$ cat config.mk
export PLATFORM = sky130hd
export DESIGN_NAME = lgs_next_row
export DESIGN_NICKNAME = d
export VERILOG_FILES = /design/src/design/lgs_pkg.sv /design/src/design/lgs_next_row.sv
export SDC_FILE = /design/constraint.sdc
export NUM_CORES = 1
export LEC_CHECK = 0
export BUFFER_PORTS_ARGS = -buffer_cell sky130_fd_sc_hd__buf_2
export CORE_MARGIN = 2
export CORE_UTILIZATION = 50
export DETAILED_ROUTE_END_ITERATION = 8
export GPL_ROUTABILITY_DRIVEN = 0
export MAX_ROUTING_LAYER = met4
export PLACE_DENSITY = 0.87
export SYNTH_ARGS = -nofsm -noshare
export SYNTH_HDL_FRONTEND = slang
export SYNTH_SLANG_ARGS = --single-unit
$ cat constraint.sdc
create_clock -name vclk -period 8.1
set_input_delay 1.62 -clock vclk [all_inputs]
set_output_delay 1.62 -clock vclk [all_outputs]
set_load 0.01 [all_outputs]
$ cat src/design/lgs_pkg.sv
// ----------------------------------------------------------------------------
// lgs_pkg
// Types and constants shared by the Life generation step block.
// ----------------------------------------------------------------------------
`timescale 1ns / 1ps

package lgs_pkg;

  localparam int GRID_WIDTH  = 64;
  localparam int GRID_HEIGHT = 32;

  localparam int ROW_IDX_W = $clog2(GRID_HEIGHT);
  localparam int COL_IDX_W = $clog2(GRID_WIDTH);
  localparam int NBR_W     = 4;

  localparam logic [NBR_W-1:0] BIRTH_COUNT   = NBR_W'(3);
  localparam logic [NBR_W-1:0] SURVIVE_COUNT = NBR_W'(2);

  localparam logic [1:0] OP_WRITE = 2'd0;
  localparam logic [1:0] OP_READ  = 2'd1;
  localparam logic [1:0] OP_STEP  = 2'd2;

  typedef struct packed {
    logic [1:0] op;
    logic [5:0] col;
    logic [4:0] row;
    logic       alive_in;
  } cmd_t;

  typedef struct packed {
    logic       cell_out;
    logic [1:0] op_done;
  } res_t;

  // Control shared by every row cell of the chain.
  typedef struct packed {
    logic                 shift;
    logic [COL_IDX_W-1:0] wr_col;
    logic                 wr_val;
  } cell_ctrl_t;

endpackage

$ cat src/design/lgs_next_row.sv
// ----------------------------------------------------------------------------
// lgs_next_row
// B3/S23 rule applied to one row from its upper, own and lower old rows.
// ----------------------------------------------------------------------------
`timescale 1ns / 1ps

module lgs_next_row (
  input  logic [lgs_pkg::GRID_WIDTH-1:0] above,
  input  logic [lgs_pkg::GRID_WIDTH-1:0] center,
  input  logic [lgs_pkg::GRID_WIDTH-1:0] below,
  output logic [lgs_pkg::GRID_WIDTH-1:0] next_bits
);
  import lgs_pkg::*;

  logic [GRID_WIDTH+1:0] up_pad, mid_pad, dn_pad;
  logic [NBR_W-1:0]      cnt;

  // A dead column on each side stands for the cells beyond the edge.
  assign up_pad  = {1'b0, above, 1'b0};
  assign mid_pad = {1'b0, center, 1'b0};
  assign dn_pad  = {1'b0, below, 1'b0};

  always_comb begin
    cnt       = '0;
    next_bits = '0;
    for (int c = 0; c < GRID_WIDTH; c++) begin
      cnt = NBR_W'(up_pad[c]) + NBR_W'(up_pad[c+1]) + NBR_W'(up_pad[c+2]) +
            NBR_W'(mid_pad[c]) + NBR_W'(mid_pad[c+2]) +
            NBR_W'(dn_pad[c]) + NBR_W'(dn_pad[c+1]) + NBR_W'(dn_pad[c+2]);
      next_bits[c] = (cnt == BIRTH_COUNT) || (mid_pad[c+1] && cnt == SURVIVE_COUNT);
    end
  end

endmodule

==> results of run 1 <==
## cell type report
type | instances | area share [%]
repair buffers | 256 | 10.37
diodes | 7 | 0.1418
inverters | 442 | 13.43
multi-input cells | 755 | 73.27
well taps | 275 | 2.785
## cell usage in the layout, fill, tap and decap left out
cell type  count
fa_1         252
or2_1         44
buf_2        256
ha_1         188
nand3_1       61
nor2_1         4
o21ai_0       61
inv_1        442
nor3b_1        2
nand2_1        1
diode_2        7
a31oi_1        1
nor2b_1        1
or2_0         17
a21oi_1      122
nor3_1         1
## worst max-delay path: cells and delay by family
family,cells,cell delay [ns]
adder cells (fa/ha/maj),5,2.18
buffers and inverters,4,0.48
AO/OA/AOI/OAI,2,0.28
## layer usage
metal	vias to the layer above	track usage [%]
li1	4123	-
met1	4062	24.06
met2	238	41.70
met3	40	4.212
met4	0	3.915
met5	-	-
## path summary, 6_finish.rpt
path	end	slack [ns]	startpoint	cells after the start
setup / recovery	next_bits[43]	1.91	above[43]	11
hold / removal	next_bits[18]	3.63	center[18]	4
## stage by stage
stage	util (%)	setup slack, ns	instances	area (µm²)	hold WS [ns]
global route	58.76	1.767	1735	12350	3.651
global placement	58.68	1.853	1728	12340	3.618
floorplan	-	2.313	1197	10710	3.381
finish	58.76	1.912	1735	12350	3.627
detailed placement	58.68	1.840	1728	12340	3.622
CTS	58.68	1.840	1728	12340	3.623
## power by group
group          switching, µW  total, µW  internal (µW)
Clock                      0   0.000116       0.000116
Sequential                 0          0              0
Combinational            876       1570            693
Total                    876       1570            693
## cells by family after synthesis
group	after synthesis	share of synthesized area (%)
simple gates	131	6.834
compound gates	184	8.610
fa+ha+maj	440	69.07
buf+inv	442	15.49
==> impl_metrics.env, run 1 <==
export IMPL_grt_pass1_wl_mm=40.17
export IMPL_design_portCount=256
export IMPL_fp_coreArea_um2=21020
export IMPL_tightest_slew_ns=0.2290
export IMPL_post_synth_num_cell_types=14
export IMPL_rsz0062_at_grt="no"
export IMPL_worst_slew_margin_rel_pct=84.57
export IMPL_synthDominantAreaCellType="fa_1"
export IMPL_cp_end_kind="primary output"
export IMPL_final_max_slew_violation_count=0
export IMPL_overflow=0
export IMPL_num_fill_cells=1756
export IMPL_synth_sequential_area_ratio_pct=0
export IMPL_critPathArrivalTime_ns=4.57
export IMPL_number_of_global_route_vias_before_repair=9551
export IMPL_timing_limited_maximum_frequency_ghz=0.1616
export IMPL_wl_met1_mm=8.834
export IMPL_maximum_ir_drop_on_the_vdd_rail_mv=0.07941
export IMPL_dieHeight_um=150.4
export IMPL_synthesis_instances=1197
export IMPL_post_detailed_routing_wire_length_mm=23.29
export IMPL_drc=0
export IMPL_timing_final_hold_violations=0
export IMPL_hold_path_class="input port to primary output"
export IMPL_yosys_top_cells_count="inv_1, fa_1, ha_1, a21oi_1"
export IMPL_cellPowerDensity_nw_per_um2=127.1
export IMPL_postCtsSetupBuffers=0
export IMPL_detailed_routing_iteration_count_for_the_pre_antenna_repair_pass=4
export IMPL_cpMaxStageDelayCell="fa_1"
export IMPL_die_area_um2=22610
export IMPL_timing_final_setup_violations=0
export IMPL_synthesis_yosys_warnings=0
export IMPL_power_leakage_uw=0.007227
export IMPL_layout_min_cycle_time_ns=6.188
export IMPL_critical_path_max_stage_delay_ns=0.51
export IMPL_drt_vias_per_instance=4.878
export IMPL_die_width_um=150.4
export IMPL_count_of_port_buffers_added_during_placement=256
export IMPL_starting_density_of_the_core_pct=50.95
export IMPL_critical_path_class="input port to primary output"
export IMPL_worst_ep_required_time_ns=6.48
export IMPL_total_area_of_multi_input_combinational_cells_um2=9051
export IMPL_detailroute_wirelength_met2_mm=12.28
export IMPL_clockBufferCount=0
export IMPL_maximum_number_of_pins_on_one_net_before_global_route_repair=4
export IMPL_cpMostUsedCell="fa_1"
export IMPL_area_grow_syn2layout_pct=15.34
export IMPL_nFlopsAndLatches=0
export IMPL_drt_first_iter_violations=163
export IMPL_post_route_cells_drive_above_1_share_pct=17.62
export IMPL_routed_wire_length_per_instance_um=13.42
export IMPL_track_usage_pct=22.00
export IMPL_yosys_top_cells_area="fa_1, ha_1, inv_1, a21oi_1, nand3_1"
export IMPL_postRouteAntennaNets=0
export IMPL_period_share_pct=76.39
export IMPL_synthesis_nets=1829
export IMPL_critical_path_peak_fanout=2
export IMPL_fin_tns_setup_ns=0
export IMPL_antenna_found_initial=7
export IMPL_final_net_count=2087
export IMPL_max_cap_viol_count=0
export IMPL_power_uw=1570
export IMPL_netlist_area_leader_share_pct=47.10
export IMPL_synth_area_um2=10710
export IMPL_routed_via_count=8463
export IMPL_maxUsedRoutingLayer="met4"
export IMPL_cts_resized=0
export IMPL_post_synth_top_count_cell="inv_1"
export IMPL_detailedPlacementHpwl_mm=22.59
export IMPL_seqCellArea_um2=0
export IMPL_start_kind="input port"
export IMPL_routed_wl_met3_mm=1.705
export IMPL_avgSynthCellArea_um2=8.948
export IMPL_cts_hold_buffers=0
export IMPL_rows=53
export IMPL_crit_path_cell_trace="buf_2 > inv_1 > fa_1 > fa_1 > fa_1 > inv_1 > ha_1 > fa_1 > o21ai_0 > a21oi_1 > buf_2"
export IMPL_outcome="completed"
No activity file was read; power rests on OpenSTA's default activity.
==> run 2: changes to the inputs <==
Settings changed: ABC_AREA from default to 1, PLACE_DENSITY 0.87 to 0.9.
Clock period 8.1 ns to 5.35 ns, I/O delays scaled along.
==> run 2 against run 1 <==
Effect of this change: first-iteration DRC count rose by 120%; via count rose by 10%; design area rose by 5.6%; power rose by 69%; critical endpoint is now next_bits[50]; combinational power rose by 69%; non-clock buffer count rose by 1.
==> impl_metrics.env, run 2 <==
export IMPL_drc=0
export IMPL_p_sw_uw=1502
export IMPL_power_report_internal_total_uw=1150
export IMPL_most_common_cell_after_layout_fill_and_taps_aside="inv_1"
export IMPL_dpl_cell_area_um2=13050
export IMPL_timing_hold_worst_path_depth=4
export IMPL_crit_start="above[49]"
export IMPL_starting_density_of_the_core_pct=50.66
export IMPL_tightest_slew_ns=0.2615
export IMPL_cts_hold_buffers=0
export IMPL_period_share_pct=93.72
export IMPL_dieHeight_um=155.0
export IMPL_worst_slew_margin_rel_pct=82.55
export IMPL_grt_pass1_wl_mm=43.01
export IMPL_routed_via_count=9339
export IMPL_layout_setup_ws_ns=0.3357
export IMPL_design_portCount=256
export IMPL_maximum_ir_drop_on_the_vdd_rail_mv=0.1253
export IMPL_clockBufferCount=0
export IMPL_mostFrequentLayoutCells="inv_1, buf_2, fa_1"
export IMPL_detailed_routing_iteration_count_for_the_pre_antenna_repair_pass=5
export IMPL_synth_area_um2=11400
export IMPL_timing_limited_maximum_frequency_ghz=0.1994
export IMPL_overflow=0
export IMPL_cp_end_kind="primary output"
export IMPL_synthDominantAreaCellType="fa_1"
export IMPL_layout_min_cycle_time_ns=5.014
export IMPL_power_combinational_fraction_pct=100.0
export IMPL_rows=55
export IMPL_postRouteAntennaNets=0
export IMPL_critical_path_class="input port to primary output"
export IMPL_worst_hold_end="next_bits[63]"
export IMPL_die_width_um=155.0
export IMPL_holdCritStartpoint="center[63]"
export IMPL_synthesis_instances=1443
export IMPL_max_cap_viol_count=0
export IMPL_design_area_um2=13050
export IMPL_worst_ep_required_time_ns=4.28
export IMPL_critical_path_peak_fanout=2
export IMPL_globalRouteMet1Util_pct=24.55
export IMPL_drt_first_iter_violations=359
export IMPL_detailedPlace_worstSlack_ns=0.3159
export IMPL_seqCellArea_um2=0
export IMPL_fp_coreArea_um2=22500
export IMPL_start_kind="input port"
export IMPL_antenna_found_initial=2
export IMPL_post_synth_top_count_cell="inv_1"
export IMPL_final_max_slew_violation_count=0
export IMPL_maximum_number_of_pins_on_one_net_before_global_route_repair=4
export IMPL_post_route_cells_drive_above_1_share_pct=15.12
export IMPL_nFlopsAndLatches=0
export IMPL_timing_hold_ws_ns=2.512
export IMPL_synth_sequential_area_ratio_pct=0
export IMPL_routed_wire_length_per_instance_um=12.04
export IMPL_critPathArrivalTime_ns=3.94
export IMPL_drt_vias_per_instance=4.700
export IMPL_sw_frac_of_total_pct=56.64
export IMPL_netlist_area_leader_share_pct=44.25
export IMPL_cts_resized=0
export IMPL_groute_layer_met3_usage_pct=2.563
export IMPL_power_leakage_uw=0.008170
export IMPL_track_usage_pct=21.57
export IMPL_postCtsSetupBuffers=0
export IMPL_outcome="completed"
export IMPL_yosys_top_cells_area="fa_1, ha_1, inv_1, nand2_1, nand3_1"
export IMPL_avgSynthCellArea_um2=7.900
export IMPL_cellPowerDensity_nw_per_um2=203.2
export IMPL_post_synth_num_cell_types=10
export IMPL_final_net_count=2334
export IMPL_hold_path_class="input port to primary output"
export IMPL_relative_contribution_of_sequential_cells_to_total_power_pct=0
export IMPL_timing_final_setup_violations=0
export IMPL_synthesis_yosys_warnings=0
export IMPL_count_of_port_buffers_added_during_placement=256
export IMPL_area_grow_syn2layout_pct=14.48
export IMPL_timing_final_hold_violations=0
export IMPL_rsz0062_at_grt="no"
export IMPL_clock_power_share_pct=0
export IMPL_yosys_top_cells_count="inv_1, fa_1, ha_1, nand2_1, nand3_1"
export IMPL_grt_busiest_layer="met2"
export IMPL_die_area_um2=24020
export IMPL_fin_tns_setup_ns=0
export IMPL_number_of_global_route_vias_before_repair=10390
export IMPL_detailedPlacementHpwl_mm=23.13
export IMPL_post_detailed_routing_wire_length_mm=23.92
export IMPL_gr_usage_met2_pct=41.12
export IMPL_synthesis_nets=2075
run 2: changes by cell type after synthesis, sizes merged, moves of 59 or more:
cell   change
or2       -60
nand3     +61
o21ai     -59
a21oi     -61
nand2    +184
inv      +183
run 2: logic make-up after synthesis:
logic type               Yosys count  share of synthesized area (%)
adder cells (fa/ha/maj)          440                          64.89
AND/OR/NAND/NOR                  314                          11.70
buffers and inverters            625                          20.58
AO/OA/AOI/OAI                     64                          2.832
run 2: metal layers:
layer  vias to the layer above  share of wire [%]
met5                         -                  0
met4                         0                1.6
met3                        40                6.3
met2                       277                 53
met1                      4413                 39
li1                       4609                  -
run 2: per-stage QoR:
step,total power [µW],instances,utilization [%]
4_1_cts,2672,1985,57.97
5_1_grt,3111,1987,57.99
2_1_floorplan,1874,1443,-
6_report,2652,1987,57.99
3_3_place_gp,2440,1985,57.97
3_5_place_dp,2651,1985,57.97
run 2: area by class of cell:
type	count	area [µm²]
antenna	2	5.005
fill	1812	9453
inverter	625	2346
multi-input combinational	818	9054
tap	285	356.6
timing repair buffer	257	1289
run 2: worst max path at each step:
stage                          to  slack, ns
floorplan           next_bits[17]       0.73
global placement    next_bits[51]       0.32
detailed placement  next_bits[50]       0.32
CTS                 next_bits[50]       0.29
global route        next_bits[50]       0.22
finish              next_bits[50]       0.34
run 2: critical path: stages:
cell and delay (ns):
buf_2 0.10, inv_1 0.08, fa_1 0.58, fa_1 0.46, fa_1 0.50, inv_1 0.04, ha_1 0.21, fa_1 0.49
nand3_1 0.07, a21oi_1 0.17, buf_2 0.17
run 2: power groups by stage:
stage | Clock (µW) | Sequential [µW] | Combinational [µW]
6_report | 0.0000500 | 0 | 2650
5_1_grt | 0.0000500 | 0 | 3110
4_1_cts | 0 | 0 | 2670
3_5_place_dp | 0 | 0 | 2650
3_3_place_gp | 0 | 0 | 2440
2_1_floorplan | 0 | 0 | 1870
==> run 3: changes to the inputs <==
Settings changed: CELL_PAD_IN_SITES_DETAIL_PLACEMENT from default to 0, CELL_PAD_IN_SITES_GLOBAL_PLACEMENT from default to 2, CORE_UTILIZATION 50 to 33, PLACE_DENSITY 0.9 to 0.95.
Clock period 5.35 ns to 5 ns, I/O delays scaled along.
==> run 3 against run 2 <==
Effect of this change: routed wire length down 5.9%; via count down 4.9%; worst hold slack worse by 0.15 ns; critical path depth unchanged; die area up 50%; highest routed layer unchanged.
==> impl_metrics.env, run 3 (synthesis gave the netlist of run 2 again) <==
export IMPL_routed_via_count=8883
export IMPL_grt_pass1_wl_mm=41.54
export IMPL_nFlopsAndLatches=0
export IMPL_worst_slew_margin_rel_pct=84.52
export IMPL_rows=68
export IMPL_starting_density_of_the_core_pct=33.25
export IMPL_design_portCount=256
export IMPL_antenna_found_initial=8
export IMPL_number_of_global_route_vias_before_repair=9578
export IMPL_overflow=0
export IMPL_num_fill_cells=3583
export IMPL_holdCritStartpoint="center[63]"
export IMPL_rsz0062_at_grt="no"
export IMPL_tightest_slew_ns=0.2320
export IMPL_count_of_port_buffers_added_during_placement=256
export IMPL_post_route_cells_drive_above_1_share_pct=15.18
export IMPL_place_inst=2155
export IMPL_layout_min_cycle_time_ns=4.830
export IMPL_final_max_slew_violation_count=0
export IMPL_postRouteAntennaNets=0
export IMPL_drc=0
export IMPL_period_share_pct=96.61
export IMPL_dpl_cell_area_um2=13260
export IMPL_total_area_of_multi_input_combinational_cells_um2=9057
export IMPL_drt_vias_per_instance=4.103
export IMPL_grt_busiest_layer="met2"
export IMPL_die_area_um2=36050
export IMPL_design_area_um2=13290
export IMPL_gr_usage_met2_pct=23.72
export IMPL_critPathArrivalTime_ns=3.83
export IMPL_post_detailed_routing_wire_length_mm=22.50
export IMPL_clockBufferCount=0
export IMPL_maximum_number_of_pins_on_one_net_before_global_route_repair=4
export IMPL_groute_layer_met3_usage_pct=2.066
export IMPL_cellPowerDensity_nw_per_um2=207.6
export IMPL_mostFrequentLayoutCells="inv_1, buf_2, fa_1"
export IMPL_power_uw=2758
export IMPL_critical_path_class="input port to primary output"
export IMPL_seqCellArea_um2=0
export IMPL_fp_coreArea_um2=34290
export IMPL_track_usage_pct=13.77
export IMPL_globalRouteMet1Util_pct=18.22
export IMPL_drt_first_iter_violations=195
export IMPL_worst_ep_required_time_ns=4.00
export IMPL_detailedPlacementHpwl_mm=22.16
export IMPL_critical_path_peak_fanout=2
export IMPL_area_grow_syn2layout_pct=16.55
export IMPL_routed_wire_length_per_instance_um=10.39
export IMPL_fin_tns_setup_ns=0
export IMPL_maximum_ir_drop_on_the_vdd_rail_mv=0.1100
export IMPL_start_kind="input port"
export IMPL_power_leakage_uw=0.008170
export IMPL_dieHeight_um=189.9
export IMPL_fin_cells=2165
export IMPL_detailed_routing_iteration_count_for_the_pre_antenna_repair_pass=4
export IMPL_postCtsSetupBuffers=0
export IMPL_hold_path_class="input port to primary output"
export IMPL_max_cap_viol_count=0
export IMPL_most_common_cell_after_layout_fill_and_taps_aside="inv_1"
export IMPL_timing_limited_maximum_frequency_ghz=0.2070
export IMPL_die_width_um=189.9
export IMPL_timing_final_hold_violations=0
export IMPL_outcome="completed"
export IMPL_crit_start="above[46]"
export IMPL_timing_final_setup_violations=0
export IMPL_final_net_count=2334
export IMPL_cp_end_kind="primary output"
run 3: cell types whose count changed in the layout (fill, tap and decap cells not counted), sizes merged:
cell   change
diode      +8
run 3: through the flow:
step	hold slack [ns]	util, %	setup slack, ns
5_1_grt	2.431	38.74	0.01216
6_report	2.367	38.75	0.1696
3_5_place_dp	2.366	38.67	0.1018
4_1_cts	2.366	38.67	0.06832
3_3_place_gp	2.361	38.67	0.1202
2_1_floorplan	2.185	-	0.5220
run 3: worst paths after layout:
| check | endpoint | slack, ns | cells after the start |
|---|---|---|---|
| setup / recovery | next_bits[47] | 0.17 | 11 |
| hold / removal | next_bits[63] | 2.37 | 4 |
run 3: power breakdown:
part	switching, µW	internal [µW]	leakage (µW)
clock	0	0.000267	0.0000000634
sequential	0	0	0
combinational	1540	1210	0.00817
run 3: cell type report:
cell class         count  area share, %
multi-input cells    818          68.17
inverters            625          17.66
repair buffers       257          9.700
well taps            455          4.285
diodes                10         0.1883
run 3: repair_timing:
item / 4_1_cts / 5_1_grt
endpoints found under the hold margin: 0 / 0
gates resized for setup: 0 / 1
endpoints found under the setup margin: 0 / 1
hold buffers: 0 / 0
run 3: per-layer routing:
metal	share of wire, %	up-vias	wire length [µm]
li1	-	4619	-
met1	46	4059	10380
met2	47	201	10520
met5	0	-	0
met4	0.20	0	46
met3	6.9	4	1559
run 3: critical path, cell delays in order:
cell and delay, ns:
buf_2 0.09, inv_1 0.08, fa_1 0.57, fa_1 0.44, fa_1 0.50, inv_1 0.04
ha_1 0.21, fa_1 0.50, nand3_1 0.09, a21oi_2 0.12, buf_2 0.17
