[config.mk]
export PLATFORM = sky130hd
export DESIGN_NAME = lgs_row_cell
export DESIGN_NICKNAME = d
export VERILOG_FILES = /design/src/design/lgs_pkg.sv /design/src/design/lgs_row_cell.sv
export SDC_FILE = /design/constraint.sdc
export NUM_CORES = 1
export LEC_CHECK = 0
export ABC_AREA = 1
export BUFFER_PORTS_ARGS = -buffer_cell sky130_fd_sc_hd__buf_2
export CORE_MARGIN = 2
export CORE_UTILIZATION = 50
export DETAILED_ROUTE_END_ITERATION = 8
export PLACE_DENSITY = 0.8
export SETUP_SLACK_MARGIN = 0.3
export SKIP_LAST_GASP = 1
export SLEW_MARGIN = 20
export SYNTH_ARGS = -nofsm -noshare
export SYNTH_HDL_FRONTEND = slang
export SYNTH_SLANG_ARGS = --single-unit
[constraint.sdc]
create_clock -name clk -period 1.8 [get_ports clk]
set_clock_uncertainty 0.15 [all_clocks]
set_input_delay 0.09 -clock clk [delete_from_list [all_inputs] [get_ports clk]]
set_output_delay 0.09 -clock clk [all_outputs]
set_load 0.02 [all_outputs]
[src/design/lgs_pkg.sv]
// ----------------------------------------------------------------------------
// lgs_pkg
// Types and constants shared by the Life generation step block.
// ----------------------------------------------------------------------------
`timescale 1ns / 1ps

package lgs_pkg;

  localparam int GRID_WIDTH  = 64;
  localparam int GRID_HEIGHT = 32;

  localparam int ROW_IDX_W = $clog2(GRID_HEIGHT);
  localparam int COL_IDX_W = $clog2(GRID_WIDTH);
  localparam int NBR_W     = 4;

  localparam logic [NBR_W-1:0] BIRTH_COUNT   = NBR_W'(3);
  localparam logic [NBR_W-1:0] SURVIVE_COUNT = NBR_W'(2);

  localparam logic [1:0] OP_WRITE = 2'd0;
  localparam logic [1:0] OP_READ  = 2'd1;
  localparam logic [1:0] OP_STEP  = 2'd2;

  typedef struct packed {
    logic [1:0] op;
    logic [5:0] col;
    logic [4:0] row;
    logic       alive_in;
  } cmd_t;

  typedef struct packed {
    logic       cell_out;
    logic [1:0] op_done;
  } res_t;

  // Control shared by every row cell of the chain.
  typedef struct packed {
    logic                 shift;
    logic [COL_IDX_W-1:0] wr_col;
    logic                 wr_val;
  } cell_ctrl_t;

endpackage

[src/design/lgs_row_cell.sv]
// ----------------------------------------------------------------------------
// lgs_row_cell
// One grid row; loads its shift input on a chain shift, else one cell write.
// ----------------------------------------------------------------------------
`timescale 1ns / 1ps

module lgs_row_cell (
  input  logic                            clk,
  input  logic                            rst,
  input  lgs_pkg::cell_ctrl_t             ctrl,
  input  logic                            wr_sel,
  input  logic [lgs_pkg::GRID_WIDTH-1:0]  shift_in,
  output logic [lgs_pkg::GRID_WIDTH-1:0]  row_bits
);
  import lgs_pkg::*;

  always_ff @(posedge clk) begin
    if (rst) begin
      row_bits <= '0;
    end else if (ctrl.shift) begin
      row_bits <= shift_in;
    end else if (wr_sel) begin
      row_bits[ctrl.wr_col] <= ctrl.wr_val;
    end
  end

endmodule

==> out/qor.yml, run 1 <==
status:
  status: "finished clean"
clock_tree:
  cts_buffers: 9
  root_buffer: "clkbuf_8"
  tritoncts: "done"
  cts_sinks: 64
  clk_latency_ps: 340
  clock_path_buffers: 2
  clk_pin_slew_ps: 70
  h-tree-depth: 3
global_routing:
  grt_max_degree: 71
  grt-ovfl-total: 0
  antenna_found_initial: 0
  track_usage_pct: 32.78
  grt_pass1_vias: 5060
  grt_pass1_wl_microns: 22960
drt:
  num_vias: 5527
  avgRoutedWirePerCell_microns: 14.15
  avgViaCountPerCell: 5.387
  drt_iter0_drc: 503
  first_pass_iters: 6
  drtAntennaViolNets: 0
  remaining_drc_errors: 0
  wl_microns: 14520
timing:
  slew_violations: 0
  max_slew_margin_pct: 62.72
  worst_slack_ps: 465.3
  rsz0062_at_grt: "false"
  hold_viol: 0
  worst_pin_slew_ps: 557.7
  holdWs_ps: 123.2
  fin_setup_tns_ps: 0
  setup_viol: 0
  max_freq_mhz: 749.3
  min_period_over_period_pct: 74.15
  min_period_ps: 1335
logic_synthesis:
  syn_avg_cell_area_sq_um: 5.508
  synth_top_area_share_pct: 31.69
  synth_nets: 809
  synth-warning-count: 0
  ys_async_sr_fraction_pct: 0
  ys.flop_type: "dfxtp_1"
  synth_area_leaders: "dfxtp_1, nand2_1, nor2_1"
  syn_area_sq_mm: 0.004043
  synth-edff-count: 0
  synth_most_common_cell: "nand2_1"
  post_synth_num_cell_types: 14
  ys_seq_area_share_pct: 31.69
  synth_largest_area_cell: "dfxtp_1"
  synthTopCellsByCount: "nand2_1, nor2_1, dfxtp_1, a21oi_1, nand3_1"
  synth-seq-cells: 64
  synth_cells: 734
cells_and_area:
  multiInputGateArea_sq_mm: 0.002516
  fin_cells: 1026
  final_layout_size_suffix_gt1_share_pct: 18.18
  syn2layout_area_growth_pct: 40.36
  reg.largest.list: "row_bits (64)"
  regMostFlops: "row_bits"
  fillers: 649
  utilization_pct: 73.05
  final_net_count: 994
  diodes: 0
  largest_reg_flops: 64
  design_area_sq_mm: 0.005674
  seq_area_sq_mm: 0.001281
setup_path:
  cp.required_ps: 1900
  cp-start-kind: "primary input"
  path_class: "in2reg"
  arrival_ps: 1430
  end_kind: "flip-flop"
  crit_fanout: 20
job:
  cap_violations: 0
placement:
  place_congestion: 0.8566
  dp_slack_ps: 191.3
  place_area_sq_mm: 0.004810
  io_buffer_count: 138
  dp_cells: 945
  dp_hpwl_microns: 9275
pwr:
  finalPower_mw: 3.838
  ir_worst_vdd_uv: 359.2
  leakagePower_nw: 2.894
  p_per_area_mw_per_mm2: 676.4
floorplanning:
  fp.dieH_microns: 93.92
  start_util_pct: 52.05
  die-area_sq_mm: 0.008821
  coreArea_sq_mm: 0.007767
  rows: 32
  die_w_microns: 93.92
  pin_count: 139
hold_path:
  min_path_type: "in2reg"
-- power by group --
part           leakage (nW)  switching, mW  total (mW)  internal, mW
logic                  2.26          0.531       0.891         0.360
registers             0.527         0.0430        1.54          1.49
clock network         0.108          0.591        1.41         0.819
total                  2.89           1.16        3.84          2.67
-- logic make-up (layout without fill, tap and decap cells) --
group           Yosys count  in the layout  synth area share [%]
flops                    64             64                 31.69
simple gates            541            541                 53.95
buf+inv                  62            252                 6.066
compound gates           67             67                 8.295
-- path summary, 6_finish.rpt --
path	to	slack [ps]	cells after the start	start
worst max register to register	row_bits[18]$_SDFFE_PP0P_	940	3	row_bits[18]$_SDFFE_PP0P_
worst min-delay path	row_bits[20]$_SDFFE_PP0P_	120	6	ctrl[1]
worst min register to register	row_bits[15]$_SDFFE_PP0P_	330	2	row_bits[15]$_SDFFE_PP0P_
worst max-delay path	row_bits[27]$_SDFFE_PP0P_	470	6	rst
-- cell type report --
class                   count  area share [%]
clock inverters             3           1.147
clock buffers              13           2.624
flip-flops and latches     64           22.58
well taps                 102           2.249
repair buffers            215           25.67
inverters                  21           1.389
multi-input cells         608           44.34
-- cells in the final DEF (no fill, tap or decap), types with 2 or more instances in the layout --
cell type	count
buf_12	2
o21ai_0	6
nand3_1	50
dfxtp_1	64
dlygate4sd3_1	65
nand2_1	337
nand3b_1	23
buf_2	138
inv_2	5
inv_1	15
bufinv_16	2
clkbuf_1	3
clkbuf_8	10
a21oi_1	61
nor2_1	130
buf_4	10
-- metal layers --
layer / up-vias / GRT usage (%) / routed length (microns)
met3: 40 / 7.544 / 1436
met2: 303 / 55.95 / 7030
met5: - / 0 / 0
li1: 2676 / - / -
met4: 0 / 12.80 / 401
met1: 2508 / 39.81 / 5647
-- repair_timing --
action,CTS,global route
buffers inserted,0,0
hold endpoints to repair,64,0
hold buffers,65,0
resized for setup,0,0
-- critical path, stage by stage --
cell           delay [ps]
dlygate4sd3_1         530
buf_2                 260
clkinv_1              140
buf_4                 230
o21ai_0               110
nor2_1                 50
(Power assumes the default switching activity.)
==> inputs of run 2 (changes only) <==
==> constraint.sdc (replaced) <==
create_clock -name clk -period 1.24 [get_ports clk]
set_clock_uncertainty 0.15 [all_clocks]
set_input_delay 0.062 -clock clk [delete_from_list [all_inputs] [get_ports clk]]
set_output_delay 0.062 -clock clk [all_outputs]
set_load 0.02 [all_outputs]
==> run 2 against run 1 <==
Against the previous run: the flow now stops in global routing; synthesized area unchanged; synthesized cell count is the same.
==> out/qor.yml, run 2 <==
logic_synthesis:
  synth_cells: 734  # unchanged
  synth-seq-cells: 64  # unchanged
  post_synth_num_cell_types: 14  # unchanged
  ys_seq_area_share_pct: 31.69  # unchanged
  synth_largest_area_cell: "dfxtp_1"
  synth_most_common_cell: "nand2_1"
  synth_area_leaders: "dfxtp_1, nand2_1, nor2_1"
  ys.flop_type: "dfxtp_1"
  synth_top_area_share_pct: 31.69  # unchanged
  synthTopCellsByCount: "nand2_1, nor2_1, dfxtp_1, a21oi_1, nand3_1"
  synth-edff-count: 0  # unchanged
  syn_avg_cell_area_sq_um: 5.508  # unchanged
  ys_async_sr_fraction_pct: 0  # unchanged
  synth-warning-count: 0  # unchanged
  syn_area_sq_mm: 0.004043  # unchanged
  synth_nets: 809  # unchanged
floorplanning:
  pin_count: 139  # unchanged
  start_util_pct: 52.05  # unchanged
  fp.dieH_microns: 93.92  # unchanged
  die_w_microns: 93.92  # unchanged
  rows: 32  # unchanged
status:
  status: "stopped before the end"
  haltStage: "global routing"
  first-error: "[ERROR DPL-0038] Utilization greater than 100%, impossible to legalize"
placement:
  place_congestion: 0.9199  # +7.4%
  dp_hpwl_microns: 9564  # +3.1%
  io_buffer_count: 138  # unchanged
clock_tree:
  root_buffer: "clkbuf_8"
  h-tree-depth: 3  # unchanged
  cts_sinks: 64  # unchanged
  cts_buffers: 9  # unchanged
  clock_path_buffers: 2  # unchanged
global_routing:
  grt_max_degree: 70
timing:
  worstEpCategory: "output port"
  worstEndpointGrtRepair: "row_bits[53]"
==> run 2: cell families after synthesis <==
| family | Yosys count | share of synthesized area (%) |
|---|---|---|
| buf+inv | 62 | 6.066 |
| flops | 64 | 31.69 |
| compound gates | 67 | 8.295 |
| simple gates | 541 | 53.95 |
==> run 2: timing repair <==
action                     in CTS
setup endpoints to repair      93
hold buffers                   65
setup buffers                  15
pin swaps                      12
cloned                          0
hold endpoints to repair       64
resized for setup             213
==> run 2: per-stage QoR <==
step / hold slack, ps / setup WS [ps] / instances / cell area (sq um) / setup TNS (ps)
CTS: 24.38 / 202.5 / 1057 / 7036 / 0
detailed placement: 234.5 / -117.2 / 961 / 5450 / -2997
global placement: 228.6 / -81.47 / 961 / 5450 / -962.6
floorplan: 141.2 / 197.7 / 734 / 4542 / 0
==> inputs of run 3 (changes only) <==
--- a/config.mk
+++ b/config.mk
@@ -8,10 +8,9 @@
 export ABC_AREA = 1
 export BUFFER_PORTS_ARGS = -buffer_cell sky130_fd_sc_hd__buf_2
 export CORE_MARGIN = 2
-export CORE_UTILIZATION = 50
+export CORE_UTILIZATION = 35
 export DETAILED_ROUTE_END_ITERATION = 8
-export PLACE_DENSITY = 0.8
-export SETUP_SLACK_MARGIN = 0.3
+export PLACE_DENSITY_LB_ADDON = 0.15
 export SKIP_LAST_GASP = 1
 export SLEW_MARGIN = 20
 export SYNTH_ARGS = -nofsm -noshare
==> run 3 against run 2 <==
Against the previous run: the flow now finishes without violations.
==> out/qor.yml, run 3 (synthesis results as in run 1) <==
setup_path:
  crit_fanout: 2
  crit_chain: "buf_2"
  worst_path_largest_cell_delay_ps: 390
  crit_path_top_delay_cell: "dfxtp_1"
  critPathLaunch: "row_bits[4]$_SDFFE_PP0P_"
  path_depth: 1
  arrival_ps: 910
  crit_family: "flip-flops"
  path_class: "reg2out"
  reg2reg_depth: 2
  critPathBufInv: 1
  cp-start-kind: "flip-flop"
  end_kind: "output port"
  r2r_start: "row_bits[39]$_SDFFE_PP0P_"
  cp.required_ps: 1030
timing:
  fin_setup_tns_ps: 0
  min_period_ps: 1117
  max_freq_mhz: 895.1
  hold_viol: 0
  setup_viol: 0
  slew_violations: 0
  min_period_over_period_pct: 90.10
  rsz0062_at_grt: "true"
  worst_slack_ps: 122.8
  holdWs_ps: 84.26
  max_slew_margin_pct: 73.92
  worst_pin_slew_ps: 391.2
cells_and_area:
  design_area_sq_mm: 0.006080
  final_layout_size_suffix_gt1_share_pct: 21.21
  reg.largest.list: "row_bits (64)"
  fin_cells: 1101
  syn2layout_area_growth_pct: 50.39
  layout_commonest_cell: "nand2_1"
  final_cell_mix: "nand2_1, buf_2, nor2_1"
  largest_reg_flops: 64
  final_net_count: 1027
  regMostFlops: "row_bits"
drt:
  remaining_drc_errors: 0
  wl_microns: 14960
  first_pass_iters: 6
  num_vias: 5408
  drtAntennaViolNets: 0
  avgRoutedWirePerCell_microns: 13.59
  drt_iter0_drc: 442
  avgViaCountPerCell: 4.912
placement:
  io_buffer_count: 138  # unchanged
  dp_hpwl_microns: 10230  # +7.0%
  dp_cells: 1020  # +6.1%
  place_area_sq_mm: 0.005166  # -5.2%
  place_congestion: 0.8935  # -2.9%
  dp_slack_ps: -135.8  # -18.58 ps
floorplanning:
  start_util_pct: 35.71  # -16 points
  pin_count: 139  # unchanged
  coreArea_sq_mm: 0.01132
  die-area_sq_mm: 0.01243
  die_w_microns: 111.5  # +19%
  fp.dieH_microns: 111.5  # +19%
  rows: 39  # +22%
clock_tree:
  cts_setup_buffers: 0  # -15
  clock_path_buffers: 2  # unchanged
  clk_latency_ps: 320
  root_buffer: "clkbuf_16"
  clk_pin_slew_ps: 60
  cts_buffers: 9  # unchanged
  cts_sinks: 64  # unchanged
  h-tree-depth: 3  # unchanged
  tritoncts: "done"
pwr:
  switchingPower_mw: 1.780
  combPwrFrac_pct: 23.1
  power.share.sequential_pct: 37.6
  internal_power_mw: 4.168
  clock_power_share_pct: 39.4
  ir_worst_vdd_uv: 507.0
  p_per_area_mw_per_mm2: 978.2
  sw_frac_of_total_pct: 29.92
  leakagePower_nw: 3.082
job:
  cap_violations: 0
global_routing:
  track_usage_pct: 24.47
  antenna_found_initial: 1
  grt-ovfl-total: 0
  grt_pass1_wl_microns: 25120
  grt_max_degree: 91
  grt_pass1_vias: 5375
hold_path:
  min_path_type: "in2reg"
  min_path_cells: 5
  holdCritStartpoint: "ctrl[1]"
status:
  status: "finished clean"
==> run 3: repair_timing <==
item	4_1_cts	5_1_grt
endpoints found under the hold margin	64	0
setup endpoints to repair	0	2
resized for setup	0	1
hold buffers	64	0
==> run 3: stage by stage <==
stage | power (mW) | utilization [%]
2_1_floorplan | 2.972 | -
3_3_place_gp | 3.461 | 45.63
3_5_place_dp | 3.486 | 45.63
4_1_cts | 5.983 | 53.66
5_1_grt | 6.231 | 53.68
6_report | 5.947 | 53.70
==> run 3: final cells by class <==
type | instances | area, sq um
Timing Repair Buffer | 248 | 1752
Sequential cell | 64 | 1281
Fill cell | 1133 | 5241
Inverter | 21 | 78.83
Clock inverter | 3 | 17.52
Multi-Input combinational cell | 608 | 2519
Tap cell | 143 | 178.9
Antenna cell | 1 | 2.502
Clock buffer | 13 | 250.2
==> run 3: routing by layer <==
layer	wire length [microns]	share of wire, %	up-vias	global-route usage, %
li1	-	-	2735	-
met1	6656	44	2453	31.21
met2	7001	47	192	41.71
met3	915	6.1	28	3.865
met4	386	2.6	0	9.300
met5	0	0	-	0
==> run 3: final timing paths <==
kind,to,slack (ps)
max,row_bits[4],120
max reg2reg,row_bits[39]$_SDFFE_PP0P_,370
min,row_bits[22]$_SDFFE_PP0P_,80
min reg2reg,row_bits[45]$_SDFFE_PP0P_,330
==> run 3: power groups by stage <==
stage          Combinational (mW)  Sequential, mW  Clock [mW]
6_report                     1.37            2.23        2.34
5_1_grt                      1.52            2.24        2.46
4_1_cts                      1.37            2.23        2.38
3_5_place_dp                 1.21            2.28           0
3_3_place_gp                 1.19            2.28           0
2_1_floorplan               0.566            2.41           0
==> inputs of run 4 (changes only) <==
--- a/config.mk
+++ b/config.mk
@@ -8,7 +8,7 @@
 export ABC_AREA = 1
 export BUFFER_PORTS_ARGS = -buffer_cell sky130_fd_sc_hd__buf_2
 export CORE_MARGIN = 2
-export CORE_UTILIZATION = 35
+export CORE_UTILIZATION = 40
 export DETAILED_ROUTE_END_ITERATION = 8
 export PLACE_DENSITY_LB_ADDON = 0.15
 export SKIP_LAST_GASP = 1
==> constraint.sdc (replaced) <==
create_clock -name clk -period 1.24 [get_ports clk]
set_clock_uncertainty 0.15 [all_clocks]
set_input_delay 0.062 -clock clk [delete_from_list [all_inputs] [get_ports clk]]
set_output_delay 0.062 -clock clk [all_outputs]
set_load 0.05 [all_outputs]
==> run 4 against run 3 <==
Against the previous run: sequential share of layout area is 0.19 points higher; worst hold slack better by 30 ps; critical path depth is the same; first-iteration DRC count shrank 37%; clock power fell by 20%; non-clock buffer count grew 4; routed wire length fell by 0.21%; largest cell class unchanged.
==> out/qor.yml, run 4 (synthesis results as in run 1) <==
setup_path:
  r2r-end: "row_bits[56]$_SDFFE_PP0P_"
  cp-start-kind: "flip-flop"
  arrival_ps: 1010  # +100 ps
  end_kind: "output port"
  worst_path_largest_cell_delay_ps: 380  # about the same
  critPathBufInv: 1  # unchanged
  crit_chain: "buf_2"
  crit_fanout: 2  # unchanged
  critPathLaunch: "row_bits[54]$_SDFFE_PP0P_"
  reg2reg_depth: 3  # +1
  reg2reg_slack_ps: 390  # +20 ps
  path_depth: 1  # unchanged
  cp.required_ps: 1030  # about the same
  crit_family: "flip-flops"
  r2r_start: "row_bits[56]$_SDFFE_PP0P_"
  path_class: "reg2out"
  crit_path_top_delay_cell: "dfxtp_1"
  endpoint: "row_bits[54]"
cells_and_area:
  fin_cells: 1094  # -0.64%
  regMostFlops: "row_bits"
  final_cell_mix: "nand2_1, buf_2, nor2_1"
  layout_commonest_cell: "nand2_1"
  reg.largest.list: "row_bits (64)"
  syn2layout_area_growth_pct: 49.06
  diodes: 0  # -1
  final_layout_size_suffix_gt1_share_pct: 21.44  # +0.22 points
  final_net_count: 1031  # +0.39%
  largest_reg_flops: 64  # unchanged
pwr:
  leakagePower_nw: 3.076  # -0.18%
  ir_worst_vdd_uv: 399.4  # -21%
  finalPower_mw: 5.753  # -3.3%
  p_per_area_mw_per_mm2: 954.7  # -2.4%
clock_tree:
  clk_pin_slew_ps: 70  # about the same
  cts_buffers: 9  # unchanged
  tritoncts: "done"
  root_buffer: "clkbuf_8"
  h-tree-depth: 3  # unchanged
  cts_sinks: 64  # unchanged
  cts_setup_buffers: 0  # unchanged
  clk_latency_ps: 340  # +20 ps
  clock_path_buffers: 2  # unchanged
drt:
  remaining_drc_errors: 0  # unchanged
  drtAntennaViolNets: 0  # unchanged
  drt_iter0_drc: 280  # -37%
  avgViaCountPerCell: 5.014  # +2.1%
  avgRoutedWirePerCell_microns: 13.65  # +0.43%
  num_vias: 5485  # +1.4%
  wl_microns: 14930  # -0.21%
  first_pass_iters: 5  # -1
timing:
  min_period_ps: 1226  # +109.3 ps
  min_period_over_period_pct: 98.91  # +8.8 points
  max_slew_margin_pct: 74.11  # +0.19 points
  rsz0062_at_grt: "false"
  holdWs_ps: 114.5  # +30.28 ps
  hold_viol: 0  # unchanged
  setup_viol: 0  # unchanged
  max_freq_mhz: 815.3  # -8.9%
  worst_pin_slew_ps: 388.4  # -2.784 ps
  slew_violations: 0  # unchanged
floorplanning:
  die_w_microns: 104.5  # -6.2%
  coreArea_sq_mm: 0.009774  # -14%
  rows: 36  # -7.7%
  start_util_pct: 41.36  # +5.6 points
  fp.dieH_microns: 104.5  # -6.2%
  pin_count: 139  # unchanged
  die-area_sq_mm: 0.01093  # -12%
placement:
  io_buffer_count: 138  # unchanged
  place_congestion: 0.9042  # +1.2%
  dp_hpwl_microns: 9991  # -2.4%
  dp_cells: 1013  # -0.69%
job:
  cap_violations: 0  # unchanged
global_routing:
  track_usage_pct: 26.81  # +2.3 points
  grt_pass1_vias: 5211  # -3.1%
  antenna_found_initial: 0  # -1
  grt_max_degree: 91  # unchanged
  grt-ovfl-total: 0  # unchanged
  grt_pass1_wl_microns: 24050  # -4.3%
status:
  status: "finished clean"
hold_path:
  min_path_type: "in2reg"
-- run 4: cell count changes in the layout (fill, tap and decap cells not counted), sizes merged --
| cell | delta |
|---|---|
| bufinv | +1 |
| buf | +3 |
| diode | -1 |
| clkinvlp | -1 |
| dlygate4sd3 | +1 |
-- run 4: worst min-delay path by stage --
stage,from,endpoint,slack (ps),depth (start not counted)
floorplan,shift_in[21],row_bits[21]$_SDFFE_PP0P_,140,4
global placement,shift_in[32],row_bits[32]$_SDFFE_PP0P_,240,5
detailed placement,shift_in[24],row_bits[24]$_SDFFE_PP0P_,250,5
CTS,ctrl[7],row_bits[57]$_SDFFE_PP0P_,100,6
global route,ctrl[7],row_bits[53]$_SDFFE_PP0P_,120,6
finish,ctrl[7],row_bits[57]$_SDFFE_PP0P_,110,6
-- run 4: per-stage QoR --
step	TNS (ps)	util, %	cell area, sq um	setup slack, ps
6_report	0	61.65	6026	13.51
2_1_floorplan	0	-	4043	119.4
5_1_grt	0	61.65	6026	4.353
4_1_cts	0	61.65	6026	12.85
3_3_place_gp	-1260	52.96	5176	-179.9
3_5_place_dp	-3230	52.96	5176	-156.4
-- run 4: layout make-up --
class	instances	area, sq um
multi-input cells	608	2516
repair buffers	252	1784
clock buffers	13	158.9
flip-flops and latches	64	1281
clock inverters	3	40.04
fillers	960	3749
well taps	133	166.4
inverters	21	78.83
-- run 4: report_power, final --
part / internal [mW] / total (mW) / switching, mW / leakage, nW
sequential: 2.17 / 2.23 / 0.0600 / 0.527
combinational: 0.602 / 1.64 / 1.04 / 2.45
clock: 1.03 / 1.88 / 0.848 / 0.103
total: 3.81 / 5.75 / 1.95 / 3.08
-- run 4: routing by layer --
layer | routed length [microns] | global-route usage, % | vias up
met3 | 907 | 4.117 | 34
met4 | 357 | 11.68 | 0
met2 | 7132 | 45.28 | 230
met5 | 0 | 0 | -
li1 | - | - | 2743
met1 | 6531 | 33.73 | 2478
-- run 4: timing repair --
| action | 4_1_cts | 5_1_grt |
|---|---|---|
| resized for setup | 0 | 0 |
| hold buffers | 65 | 0 |
| hold endpoints to repair | 64 | 0 |
